## src/rtl/sfd_pkg.sv

```systemverilog
// ----------------------------------------------------------------------------
// sfd_pkg
// Shared widths, codes and control types of the sbus frame decoder.
// ----------------------------------------------------------------------------
package sfd_pkg;

  localparam int BYTE_W      = 8;
  localparam int IDX_W       = 5;
  localparam int VAL_W       = 12;
  localparam int RAW_W       = 11;
  localparam int DATA_BYTES  = 22;
  localparam int DATA_W      = DATA_BYTES * BYTE_W;
  localparam int CNT_W       = 5;
  localparam int CFG_IDX_W   = 1;

  localparam logic [CNT_W-1:0] FLAG_POS    = CNT_W'(DATA_BYTES);
  localparam logic [CNT_W-1:0] NUM_ANALOG  = CNT_W'(16);
  localparam logic [CNT_W-1:0] LAST_CH     = CNT_W'(17);

  localparam logic [CFG_IDX_W-1:0] CFG_START_BYTE = 1'b0;
  localparam logic [CFG_IDX_W-1:0] CFG_END_BYTE   = 1'b1;

  localparam logic [BYTE_W-1:0] START_RESET = 8'h0F;
  localparam logic [BYTE_W-1:0] END_RESET   = 8'h00;

  localparam int LOST_BIT = 2;
  localparam int DIG0_BIT = 0;
  localparam int DIG1_BIT = 1;

  localparam logic signed [VAL_W-1:0] FULL_SCALE = 12'sd1024;
  localparam logic signed [VAL_W-1:0] DIG_HIGH   = 12'sd800;
  localparam logic signed [VAL_W-1:0] DIG_LOW    = -12'sd800;

  typedef struct packed {
    logic             shift_byte;
    logic             latch_flags;
    logic             load_out;
    logic             shift_chan;
    logic             lost;
    logic [IDX_W-1:0] idx;
  } sfd_cmd_t;

  typedef struct packed {
    logic start_hit;
    logic end_hit;
    logic frame_lost;
  } sfd_stat_t;

endpackage

```

## src/rtl/sfd_in_if.sv

```systemverilog
// ----------------------------------------------------------------------------
// sfd_in_if
// Received byte stream with valid/ready handshake.
// ----------------------------------------------------------------------------
interface sfd_in_if
  import sfd_pkg::*;
();
  logic              valid;
  logic              ready;
  logic [BYTE_W-1:0] rx_byte;

  modport source (output valid, output rx_byte, input ready);
  modport sink   (input valid, input rx_byte, output ready);
endinterface

```

## src/rtl/sfd_out_if.sv

```systemverilog
// ----------------------------------------------------------------------------
// sfd_out_if
// Decoded channel result stream with valid/ready handshake.
// ----------------------------------------------------------------------------
interface sfd_out_if
  import sfd_pkg::*;
();
  logic                    valid;
  logic                    ready;
  logic                    frame_status;
  logic [IDX_W-1:0]        channel_index;
  logic signed [VAL_W-1:0] channel_value;
  logic                    last_item;

  modport source (output valid, output frame_status, output channel_index,
                  output channel_value, output last_item, input ready);
  modport sink   (input valid, input frame_status, input channel_index,
                  input channel_value, input last_item, output ready);
endinterface

```

## src/rtl/sfd_datapath.sv

```systemverilog
// ----------------------------------------------------------------------------
// sfd_datapath
// Config registers, frame shift register, flag byte and result register.
// ----------------------------------------------------------------------------
module sfd_datapath
  import sfd_pkg::*;
(
  input  logic                    clk,
  input  logic                    rst_n,
  input  logic                    cfg_we,
  input  logic [CFG_IDX_W-1:0]    cfg_index,
  input  logic [BYTE_W-1:0]       cfg_data,
  input  logic [BYTE_W-1:0]       rx_byte,
  input  sfd_cmd_t                cmd,
  output sfd_stat_t               stat,
  output logic                    frame_status,
  output logic [IDX_W-1:0]        channel_index,
  output logic signed [VAL_W-1:0] channel_value,
  output logic                    last_item
);

  logic [BYTE_W-1:0]       start_byte_r, start_byte_nxt;
  logic [BYTE_W-1:0]       end_byte_r, end_byte_nxt;
  logic [DATA_W-1:0]       data_r, data_nxt;
  logic [BYTE_W-1:0]       flags_r, flags_nxt;
  logic                    status_r, status_nxt;
  logic [IDX_W-1:0]        index_r, index_nxt;
  logic signed [VAL_W-1:0] value_r, value_nxt;
  logic                    last_r, last_nxt;
  logic [RAW_W-1:0]        raw;

  assign raw = data_r[RAW_W-1:0];

  always_comb begin
    start_byte_nxt = start_byte_r;
    end_byte_nxt   = end_byte_r;
    if (cfg_we) begin
      case (cfg_index)
        CFG_START_BYTE: start_byte_nxt = cfg_data;
        CFG_END_BYTE:   end_byte_nxt   = cfg_data;
        default: ;
      endcase
    end
  end

  always_comb begin
    data_nxt  = data_r;
    flags_nxt = flags_r;
    if (cmd.shift_byte) begin
      data_nxt = {rx_byte, data_r[DATA_W-1:BYTE_W]};
    end else if (cmd.shift_chan) begin
      data_nxt = data_r >> RAW_W;
    end
    if (cmd.latch_flags) begin
      flags_nxt = rx_byte;
    end
  end

  always_comb begin
    status_nxt = status_r;
    index_nxt  = index_r;
    value_nxt  = value_r;
    last_nxt   = last_r;
    if (cmd.load_out) begin
      if (cmd.lost) begin
        status_nxt = 1'b1;
        index_nxt  = '0;
        value_nxt  = '0;
        last_nxt   = 1'b1;
      end else begin
        status_nxt = 1'b0;
        index_nxt  = cmd.idx;
        last_nxt   = (cmd.idx == LAST_CH);
        if (cmd.idx < NUM_ANALOG) begin
          value_nxt = FULL_SCALE - $signed({1'b0, raw});
        end else if (cmd.idx == LAST_CH) begin
          value_nxt = flags_r[DIG1_BIT] ? DIG_HIGH : DIG_LOW;
        end else begin
          value_nxt = flags_r[DIG0_BIT] ? DIG_HIGH : DIG_LOW;
        end
      end
    end
  end

  always_ff @(posedge clk) begin
    if (!rst_n) begin
      start_byte_r <= START_RESET;
      end_byte_r   <= END_RESET;
    end else begin
      start_byte_r <= start_byte_nxt;
      end_byte_r   <= end_byte_nxt;
    end
  end

  always_ff @(posedge clk) begin
    data_r   <= data_nxt;
    flags_r  <= flags_nxt;
    status_r <= status_nxt;
    index_r  <= index_nxt;
    value_r  <= value_nxt;
    last_r   <= last_nxt;
  end

  assign stat.start_hit  = (rx_byte == start_byte_r);
  assign stat.end_hit    = (rx_byte == end_byte_r);
  assign stat.frame_lost = flags_r[LOST_BIT];

  assign frame_status  = status_r;
  assign channel_index = index_r;
  assign channel_value = value_r;
  assign last_item     = last_r;

endmodule

```

## src/rtl/sfd_ctrl.sv

```systemverilog
// ----------------------------------------------------------------------------
// sfd_ctrl
// Frame parse state machine and result sequencer.
// ----------------------------------------------------------------------------
module sfd_ctrl
  import sfd_pkg::*;
(
  input  logic      clk,
  input  logic      rst_n,
  input  logic      in_valid,
  output logic      in_ready,
  input  logic      out_ready,
  output logic      out_valid,
  input  sfd_stat_t stat,
  output sfd_cmd_t  cmd
);

  localparam logic [1:0] ST_SYNC = 2'd0;
  localparam logic [1:0] ST_DATA = 2'd1;
  localparam logic [1:0] ST_END  = 2'd2;
  localparam logic [1:0] ST_EMIT = 2'd3;

  logic [1:0]       state_r, state_nxt;
  logic [CNT_W-1:0] cnt_r, cnt_nxt;
  logic             lost_r, lost_nxt;
  logic             valid_r, valid_nxt;
  logic             accept;
  logic             slot_free;
  logic             done;

  assign in_ready  = (state_r != ST_EMIT);
  assign accept    = in_valid && in_ready;
  assign slot_free = !valid_r || out_ready;
  assign done      = lost_r || (cnt_r == LAST_CH);

  always_comb begin
    state_nxt = state_r;
    cnt_nxt   = cnt_r;
    lost_nxt  = lost_r;
    cmd       = '0;
    cmd.lost  = lost_r;
    cmd.idx   = IDX_W'(cnt_r);
    case (state_r)
      ST_SYNC: begin
        if (accept && stat.start_hit) begin
          state_nxt = ST_DATA;
          cnt_nxt   = '0;
        end
      end
      ST_DATA: begin
        if (accept) begin
          if (cnt_r == FLAG_POS) begin
            cmd.latch_flags = 1'b1;
            state_nxt       = ST_END;
            cnt_nxt         = '0;
          end else begin
            cmd.shift_byte = 1'b1;
            cnt_nxt        = cnt_r + 1'b1;
          end
        end
      end
      ST_END: begin
        if (accept) begin
          if (stat.end_hit) begin
            state_nxt = ST_EMIT;
            lost_nxt  = stat.frame_lost;
            cnt_nxt   = '0;
          end else begin
            state_nxt = ST_SYNC;
          end
        end
      end
      ST_EMIT: begin
        if (slot_free) begin
          cmd.load_out   = 1'b1;
          cmd.shift_chan = !lost_r && (cnt_r < NUM_ANALOG);
          if (done) begin
            state_nxt = ST_SYNC;
            cnt_nxt   = '0;
          end else begin
            cnt_nxt = cnt_r + 1'b1;
          end
        end
      end
      default: begin
        state_nxt = ST_SYNC;
      end
    endcase
  end

  always_comb begin
    valid_nxt = valid_r;
    if (cmd.load_out) begin
      valid_nxt = 1'b1;
    end else if (out_ready) begin
      valid_nxt = 1'b0;
    end
  end

  always_ff @(posedge clk) begin
    if (!rst_n) begin
      state_r <= ST_SYNC;
      cnt_r   <= '0;
      lost_r  <= 1'b0;
      valid_r <= 1'b0;
    end else begin
      state_r <= state_nxt;
      cnt_r   <= cnt_nxt;
      lost_r  <= lost_nxt;
      valid_r <= valid_nxt;
    end
  end

  assign out_valid = valid_r;

`ifndef NO_ASSERTIONS
  a_data_cnt: assert property (@(posedge clk) disable iff (!rst_n)
    (state_r == ST_DATA) |-> (cnt_r <= FLAG_POS))
    else $error("byte count past flag byte");

  a_emit_cnt: assert property (@(posedge clk) disable iff (!rst_n)
    (state_r == ST_EMIT) |-> (cnt_r <= LAST_CH))
    else $error("result count past last channel");

  a_lost_single: assert property (@(posedge clk) disable iff (!rst_n)
    (state_r == ST_EMIT && lost_r) |-> (cnt_r == '0))
    else $error("frame lost run has more than one result");

  a_run_end: assert property (@(posedge clk) disable iff (!rst_n)
    (cmd.load_out && done) |=> (state_r == ST_SYNC && out_valid))
    else $error("result run did not end after last beat");
`endif

endmodule

```

## src/rtl/sbus_frame_decoder.sv

```systemverilog
// ----------------------------------------------------------------------------
// sbus_frame_decoder
// Results: a matching end byte enters the emit state, which registers results.
// Throughput: one byte per cycle while syncing and collecting; after a good end
// byte the input stalls while the emit counter sends 18 results (or one on
// frame lost), one per cycle when the sink is ready.
// Reset: synchronous rst_n, waits for start byte; start 0x0F, end 0x00.
// ----------------------------------------------------------------------------
module sbus_frame_decoder
  import sfd_pkg::*;
(
  input  logic                 clk,
  input  logic                 rst_n,
  input  logic                 cfg_we,
  input  logic [CFG_IDX_W-1:0] cfg_index,
  input  logic [BYTE_W-1:0]    cfg_data,
  sfd_in_if.sink               in_ch,
  sfd_out_if.source            out_ch
);

  sfd_cmd_t  cmd;
  sfd_stat_t stat;

  sfd_ctrl u_ctrl (
    .clk       (clk),
    .rst_n     (rst_n),
    .in_valid  (in_ch.valid),
    .in_ready  (in_ch.ready),
    .out_ready (out_ch.ready),
    .out_valid (out_ch.valid),
    .stat      (stat),
    .cmd       (cmd)
  );

  sfd_datapath u_datapath (
    .clk           (clk),
    .rst_n         (rst_n),
    .cfg_we        (cfg_we),
    .cfg_index     (cfg_index),
    .cfg_data      (cfg_data),
    .rx_byte       (in_ch.rx_byte),
    .cmd           (cmd),
    .stat          (stat),
    .frame_status  (out_ch.frame_status),
    .channel_index (out_ch.channel_index),
    .channel_value (out_ch.channel_value),
    .last_item     (out_ch.last_item)
  );

endmodule

```

## src/flat_wrapper.sv

```systemverilog
// flat-port wrapper written by rule: the top's interface ports become plain ports
module sbus_frame_decoder_flat import sfd_pkg::*;
  (clk, rst_n, cfg_we, cfg_index, cfg_data, in_ch_valid, in_ch_rx_byte, in_ch_ready, out_ch_valid, out_ch_frame_status, out_ch_channel_index, out_ch_channel_value, out_ch_last_item, out_ch_ready);
  sfd_in_if in_ch_i ();
  sfd_out_if out_ch_i ();
  input  logic clk;
  input  logic rst_n;
  input  logic cfg_we;
  input  logic [CFG_IDX_W-1:0] cfg_index;
  input  logic [BYTE_W-1:0] cfg_data;
  input wire logic [$bits(in_ch_i.valid)-1:0] in_ch_valid;
  input wire logic [$bits(in_ch_i.rx_byte)-1:0] in_ch_rx_byte;
  output wire logic [$bits(in_ch_i.ready)-1:0] in_ch_ready;
  output wire logic [$bits(out_ch_i.valid)-1:0] out_ch_valid;
  output wire logic [$bits(out_ch_i.frame_status)-1:0] out_ch_frame_status;
  output wire logic [$bits(out_ch_i.channel_index)-1:0] out_ch_channel_index;
  output wire logic [$bits(out_ch_i.channel_value)-1:0] out_ch_channel_value;
  output wire logic [$bits(out_ch_i.last_item)-1:0] out_ch_last_item;
  input wire logic [$bits(out_ch_i.ready)-1:0] out_ch_ready;
  assign in_ch_i.valid = in_ch_valid;
  assign in_ch_i.rx_byte = in_ch_rx_byte;
  assign in_ch_ready = in_ch_i.ready;
  assign out_ch_valid = out_ch_i.valid;
  assign out_ch_frame_status = out_ch_i.frame_status;
  assign out_ch_channel_index = out_ch_i.channel_index;
  assign out_ch_channel_value = out_ch_i.channel_value;
  assign out_ch_last_item = out_ch_i.last_item;
  assign out_ch_i.ready = out_ch_ready;
  sbus_frame_decoder u_core (.clk(clk), .rst_n(rst_n), .cfg_we(cfg_we), .cfg_index(cfg_index), .cfg_data(cfg_data), .in_ch(in_ch_i), .out_ch(out_ch_i));
endmodule
```

## config.mk

```make
export PLATFORM = sky130hd
export DESIGN_NAME = sbus_frame_decoder_flat
export DESIGN_NICKNAME = d
export VERILOG_FILES = /design/src/rtl/sfd_pkg.sv /design/src/rtl/sfd_in_if.sv /design/src/rtl/sfd_out_if.sv /design/src/rtl/sfd_datapath.sv /design/src/rtl/sfd_ctrl.sv /design/src/rtl/sbus_frame_decoder.sv /design/src/flat_wrapper.sv
export SDC_FILE = /design/constraint.sdc
export NUM_CORES = 1
export LEC_CHECK = 0
export BUFFER_PORTS_ARGS = -buffer_cell sky130_fd_sc_hd__buf_2
export CAP_MARGIN = 20
export CORE_MARGIN = 4
export CORE_UTILIZATION = 40
export DETAILED_ROUTE_END_ITERATION = 8
export GPL_TIMING_DRIVEN = 0
export PLACE_DENSITY = 0.68
export SLEW_MARGIN = 20
export SYNTH_ARGS = -nofsm -noshare
export SYNTH_HDL_FRONTEND = slang
export SYNTH_SLANG_ARGS = --single-unit
```

## constraint.sdc

```tcl
create_clock -name clk -period 18.95 [get_ports clk]
set_clock_uncertainty 0.1 [all_clocks]
set_input_delay 1.895 -clock clk [delete_from_list [all_inputs] [get_ports clk]]
set_output_delay 1.895 -clock clk [all_outputs]
set_load 0.01 [all_outputs]
```

==> metrics.md <==
| Metric | Value |
|---|---|
| Status | completed |
| Core area | 0.0250 mm^2 |
| P&R area growth vs syn | 14.6% |
| Root buf cell | clkbuf_16 |
| Initial Utilization | 0.405 |
| Syn_nets | approximately 640 |
| Grt ovf | 0 |
| Post-Route WL | 16,000 um |
| Num rows | 58 |
| Peak fanout along the critical path | 47 |
| Routed Antenna Nets | 0 |
| Ant diodes | 0 |
| Power Density | 85.7 mW/mm^2 |
| Max clock buf depth | 3 |
| Worst-margin pin slew | 0.567 ns |
| Seq pwr share | 0.533 |
| Fmax | approximately 260 MHz |
| WL/cell | around 15 um |
| Ys flop type | edfxtp_1 |
| FFs w/ async S/R, synth | 0 |
| Postcts setup bufs | 0 |
| Fillcell total | between 2,000 and 2,500 |
| Setup_tns | 0 ns |
| Port Buf Inserts | slightly above 40 |
| Cell-internal power | 0.805 mW |
| Vias per inst | roughly 4.9 |
| Slowest stage cell, crit path | a21o_4 |
| 1st-pass router iterations | 4 |
| Synth cell types | between 40 and 50 |
| Die Area | around 0.028 mm^2 |
| Delay of the slowest critical-path stage | ~0.43 ns |
| Crit. Startpoint | in_ch_valid |
| Combinational share of power | 0.014 |
| CP Capture Type | register |
| Endpoints failing hold | 0 |
| Critical path launch point type | input port |
| Clock Power Share | 0.453 |
| Synth top area share | 0.586 |
| RSZ-0062 raised after global routing | no |
| Antenna violations before repair | 0 |
| Layout cells sized above 1 | 0.383 |
| Sw frac | 0.192 |
| TritonCTS Sinks | around 220 |
| Global-route wire length before repair | approximately 26,000 um |
| Die Y | 167 um |
| Vias in the first global route | 5,245 |
| Layout Nets | just over 700 |
| Skew-Pair Late Insertion Delay | approximately 0.5 ns |
| Post-CTS Hold Buffers | 0 |
| Register area share after synthesis | 0.635 |
| Gate Count Post-Synth | between 600 and 700 |
| Die Width | between 150 and 200 um |
| HP Start | u_core.u_datapath.start_byte_r[4]$_SDFFE_PN0P_ |
| Clk slew on worst S/H paths | around 0.06 ns |
| Critical path class | in2reg |
| Inst Count DP | 987 |
| Max cap viols | 0 |
| Htree depth | 1 |
| Final std cells w/o fill | between 1,000 and 1,500 |
| CTS tree | built |
| DR iter-0 viols | about 360 |
| Worst R2R Start | u_core.u_ctrl.cnt_r[0]$_SDFFE_PN0P_ |
| Cell taking the most area after synthesis | edfxtp_1 |
| GPL Wtd Cong | around 0.8 |
| DR DRC count | 0 |
| Fin. max-slew vios | 0 |
| Cts bufs inserted | 25 |
| Post-synth EDFFs | 198 |
| Post-cts sizing count | 0 |
| Lkg Pwr | around 4.1 nW |
| Synth Register Bits | approximately 220 |
| Yosys warns | 0 |
| Detailed-route via count | roughly 5,000 |
| CP Data Required Time | 19.03 ns |
| Worst hold path class | reg2reg |
| Final worst-path cycle share | 0.205 |
| Crit path DAT | around 4.0 ns |
| CP Cell Sequence | buf_2, and3_1, buf_6, buf_6, clkbuf_1, a21o_4, buf_12, buf_12 |
| Period minus WS final | between 3 and 4 ns |
| DPL Wire Length | 10,600 um |
| IO Pins | 43 |
| Setup violations, final | 0 |
| Net Switching | 0.191 mW |
| Largest net degree at the start of global routing | between 50 and 60 |
| Avg Cell Area, Syn | ~17 um^2 |
| Worst ir drop on vdd | roughly 0.067 mV |
| Synth top area cells | edfxtp_1, mux2_4, mux2_2 |
| Mapped cell area | roughly 0.010 mm^2 |
| GRT Total Usage | 0.112 |
| Relative slew slack | 0.620 |
-- cells by family after synthesis --
| logic type | synth area share |
|---|---|
| and+or+nand+nor | 0.0561 |
| adders and majority gates | 0.00493 |
| xor gates and xnor gates | 0.0190 |
| buffers and inverters | 0.0268 |
| muxes | 0.231 |
| AOI/OAI and AO/OA | 0.0272 |
| DFF | 0.635 |
-- final cells by class --
cell class	instances	area, um^2	area share
Clock buffer	33	696	0.0598
Inverter	9	33.8	0.00291
Buffer	29	238	0.0204
Clock inverter	12	77.6	0.00667
Sequential cell	223	6450	0.554
Tap cell	330	413	0.0355
Multi-Input combinational cell	351	3440	0.296
Timing Repair Buffer	45	284	0.0244
-- cell usage after synthesis (2+ instances only) --
master	n
ha_1	4
o31ai_1	2
o32ai_1	3
mux2i_1	3
or4_1	2
inv_1	8
a21o_1	4
nor4_1	3
buf_2	6
nand2_1	34
mux2_2	48
edfxtp_1	198
nand2b_1	2
mux2_4	118
nand3_1	15
xnor2_1	13
nor2_1	17
a21oi_1	18
nand4_1	2
dfxtp_1	25
buf_6	14
and2_1	13
nor3_1	8
a31oi_1	2
and3_1	5
o21ai_0	4
nor2b_1	5
clkbuf_1	8
o21a_1	3
xor2_1	9
-- worst max-delay path, delay by kind of cell --
family,cells,cell delay (ns)
buf+inv,6,1.39
compound gates,1,0.43
simple gates,1,0.19
-- flip-flops by register name, indices dropped and copies added (netlist names), 2 cells and up --
| signal | flops |
|---|---|
| u_core.u_datapath.data_r | 176 |
| u_core.u_datapath.flags_r | 3 |
| u_core.u_datapath.channel_index | 5 |
| u_core.u_ctrl.state_r | 2 |
| u_core.u_datapath.channel_value | 12 |
| u_core.u_datapath.start_byte_r | 8 |
| u_core.u_datapath.end_byte_r | 8 |
| u_core.u_ctrl.cnt_r | 5 |
-- power by group through the flow --
stage                     sequential [mW]  clock, mW  combinational (mW)
after detailed placement            0.541          0              0.0145
after global routing                0.531      0.488              0.0159
after floorplan                     0.541          0             0.00892
after global placement              0.541          0              0.0143
final                               0.531      0.451              0.0144
after CTS                           0.531      0.464              0.0146
-- cells in the final DEF, fill, tap and decap left out, drive strengths merged, types with 2 or more instances in the layout --
cell,count
edfxtp,198
a211oi,2
o21a,3
nor4,3
nand3,15
mux2,166
nor2b,5
dfxtp,25
nor3,8
a21oi,18
a21o,4
ha,4
inv,8
o21ai,4
o31ai,2
a31oi,2
xnor2,13
clkbuf,41
clkinv,11
buf,66
mux2i,3
and2,13
nand4,2
or4,2
nand2b,2
xor2,9
and3,5
nand2,34
o32ai,3
nor2,17
-- layer usage --
metal  routed length, um  part of all wire  global-route usage  vias to the layer above
met4                 314             0.020              0.0275                        0
met2                7920              0.50               0.197                       60
met3                 486             0.030              0.0217                       27
li1                    -                 -                   -                     2454
met5                   0                 0                   0                        -
met1                7270              0.45               0.145                     2498
-- final timing paths --
check / slack (ns) / endpoint / cells past startpoint
worst max-delay path: 15.07 / u_core.u_datapath.data_r[57]$_DFFE_PP_ / 8
worst min-delay path: 0.37 / u_core.u_datapath.start_byte_r[4]$_SDFFE_PN0P_ / 2
worst max register to register: 15.57 / u_core.u_datapath.data_r[57]$_DFFE_PP_ / 11
worst min register to register: 0.37 / u_core.u_datapath.start_byte_r[4]$_SDFFE_PN0P_ / 2
-- stage by stage --
| stage | cell area, um^2 | power [mW] | hold slack [ns] | worst slack (ns) | utilization |
|---|---|---|---|---|---|
| floorplan | 10100 | 0.550 | 0.348 | 11.69 | - |
| finish | 11600 | 0.997 | 0.366 | 15.07 | 0.464 |
| detailed placement | 10900 | 0.556 | 0.360 | 14.50 | 0.434 |
| global placement | 10800 | 0.556 | 0.356 | 9.91 | 0.430 |
| CTS | 11600 | 1.01 | 0.368 | 15.03 | 0.464 |
| global route | 11600 | 1.03 | 0.388 | 14.92 | 0.464 |
Power figures use the tool's default switching activity.
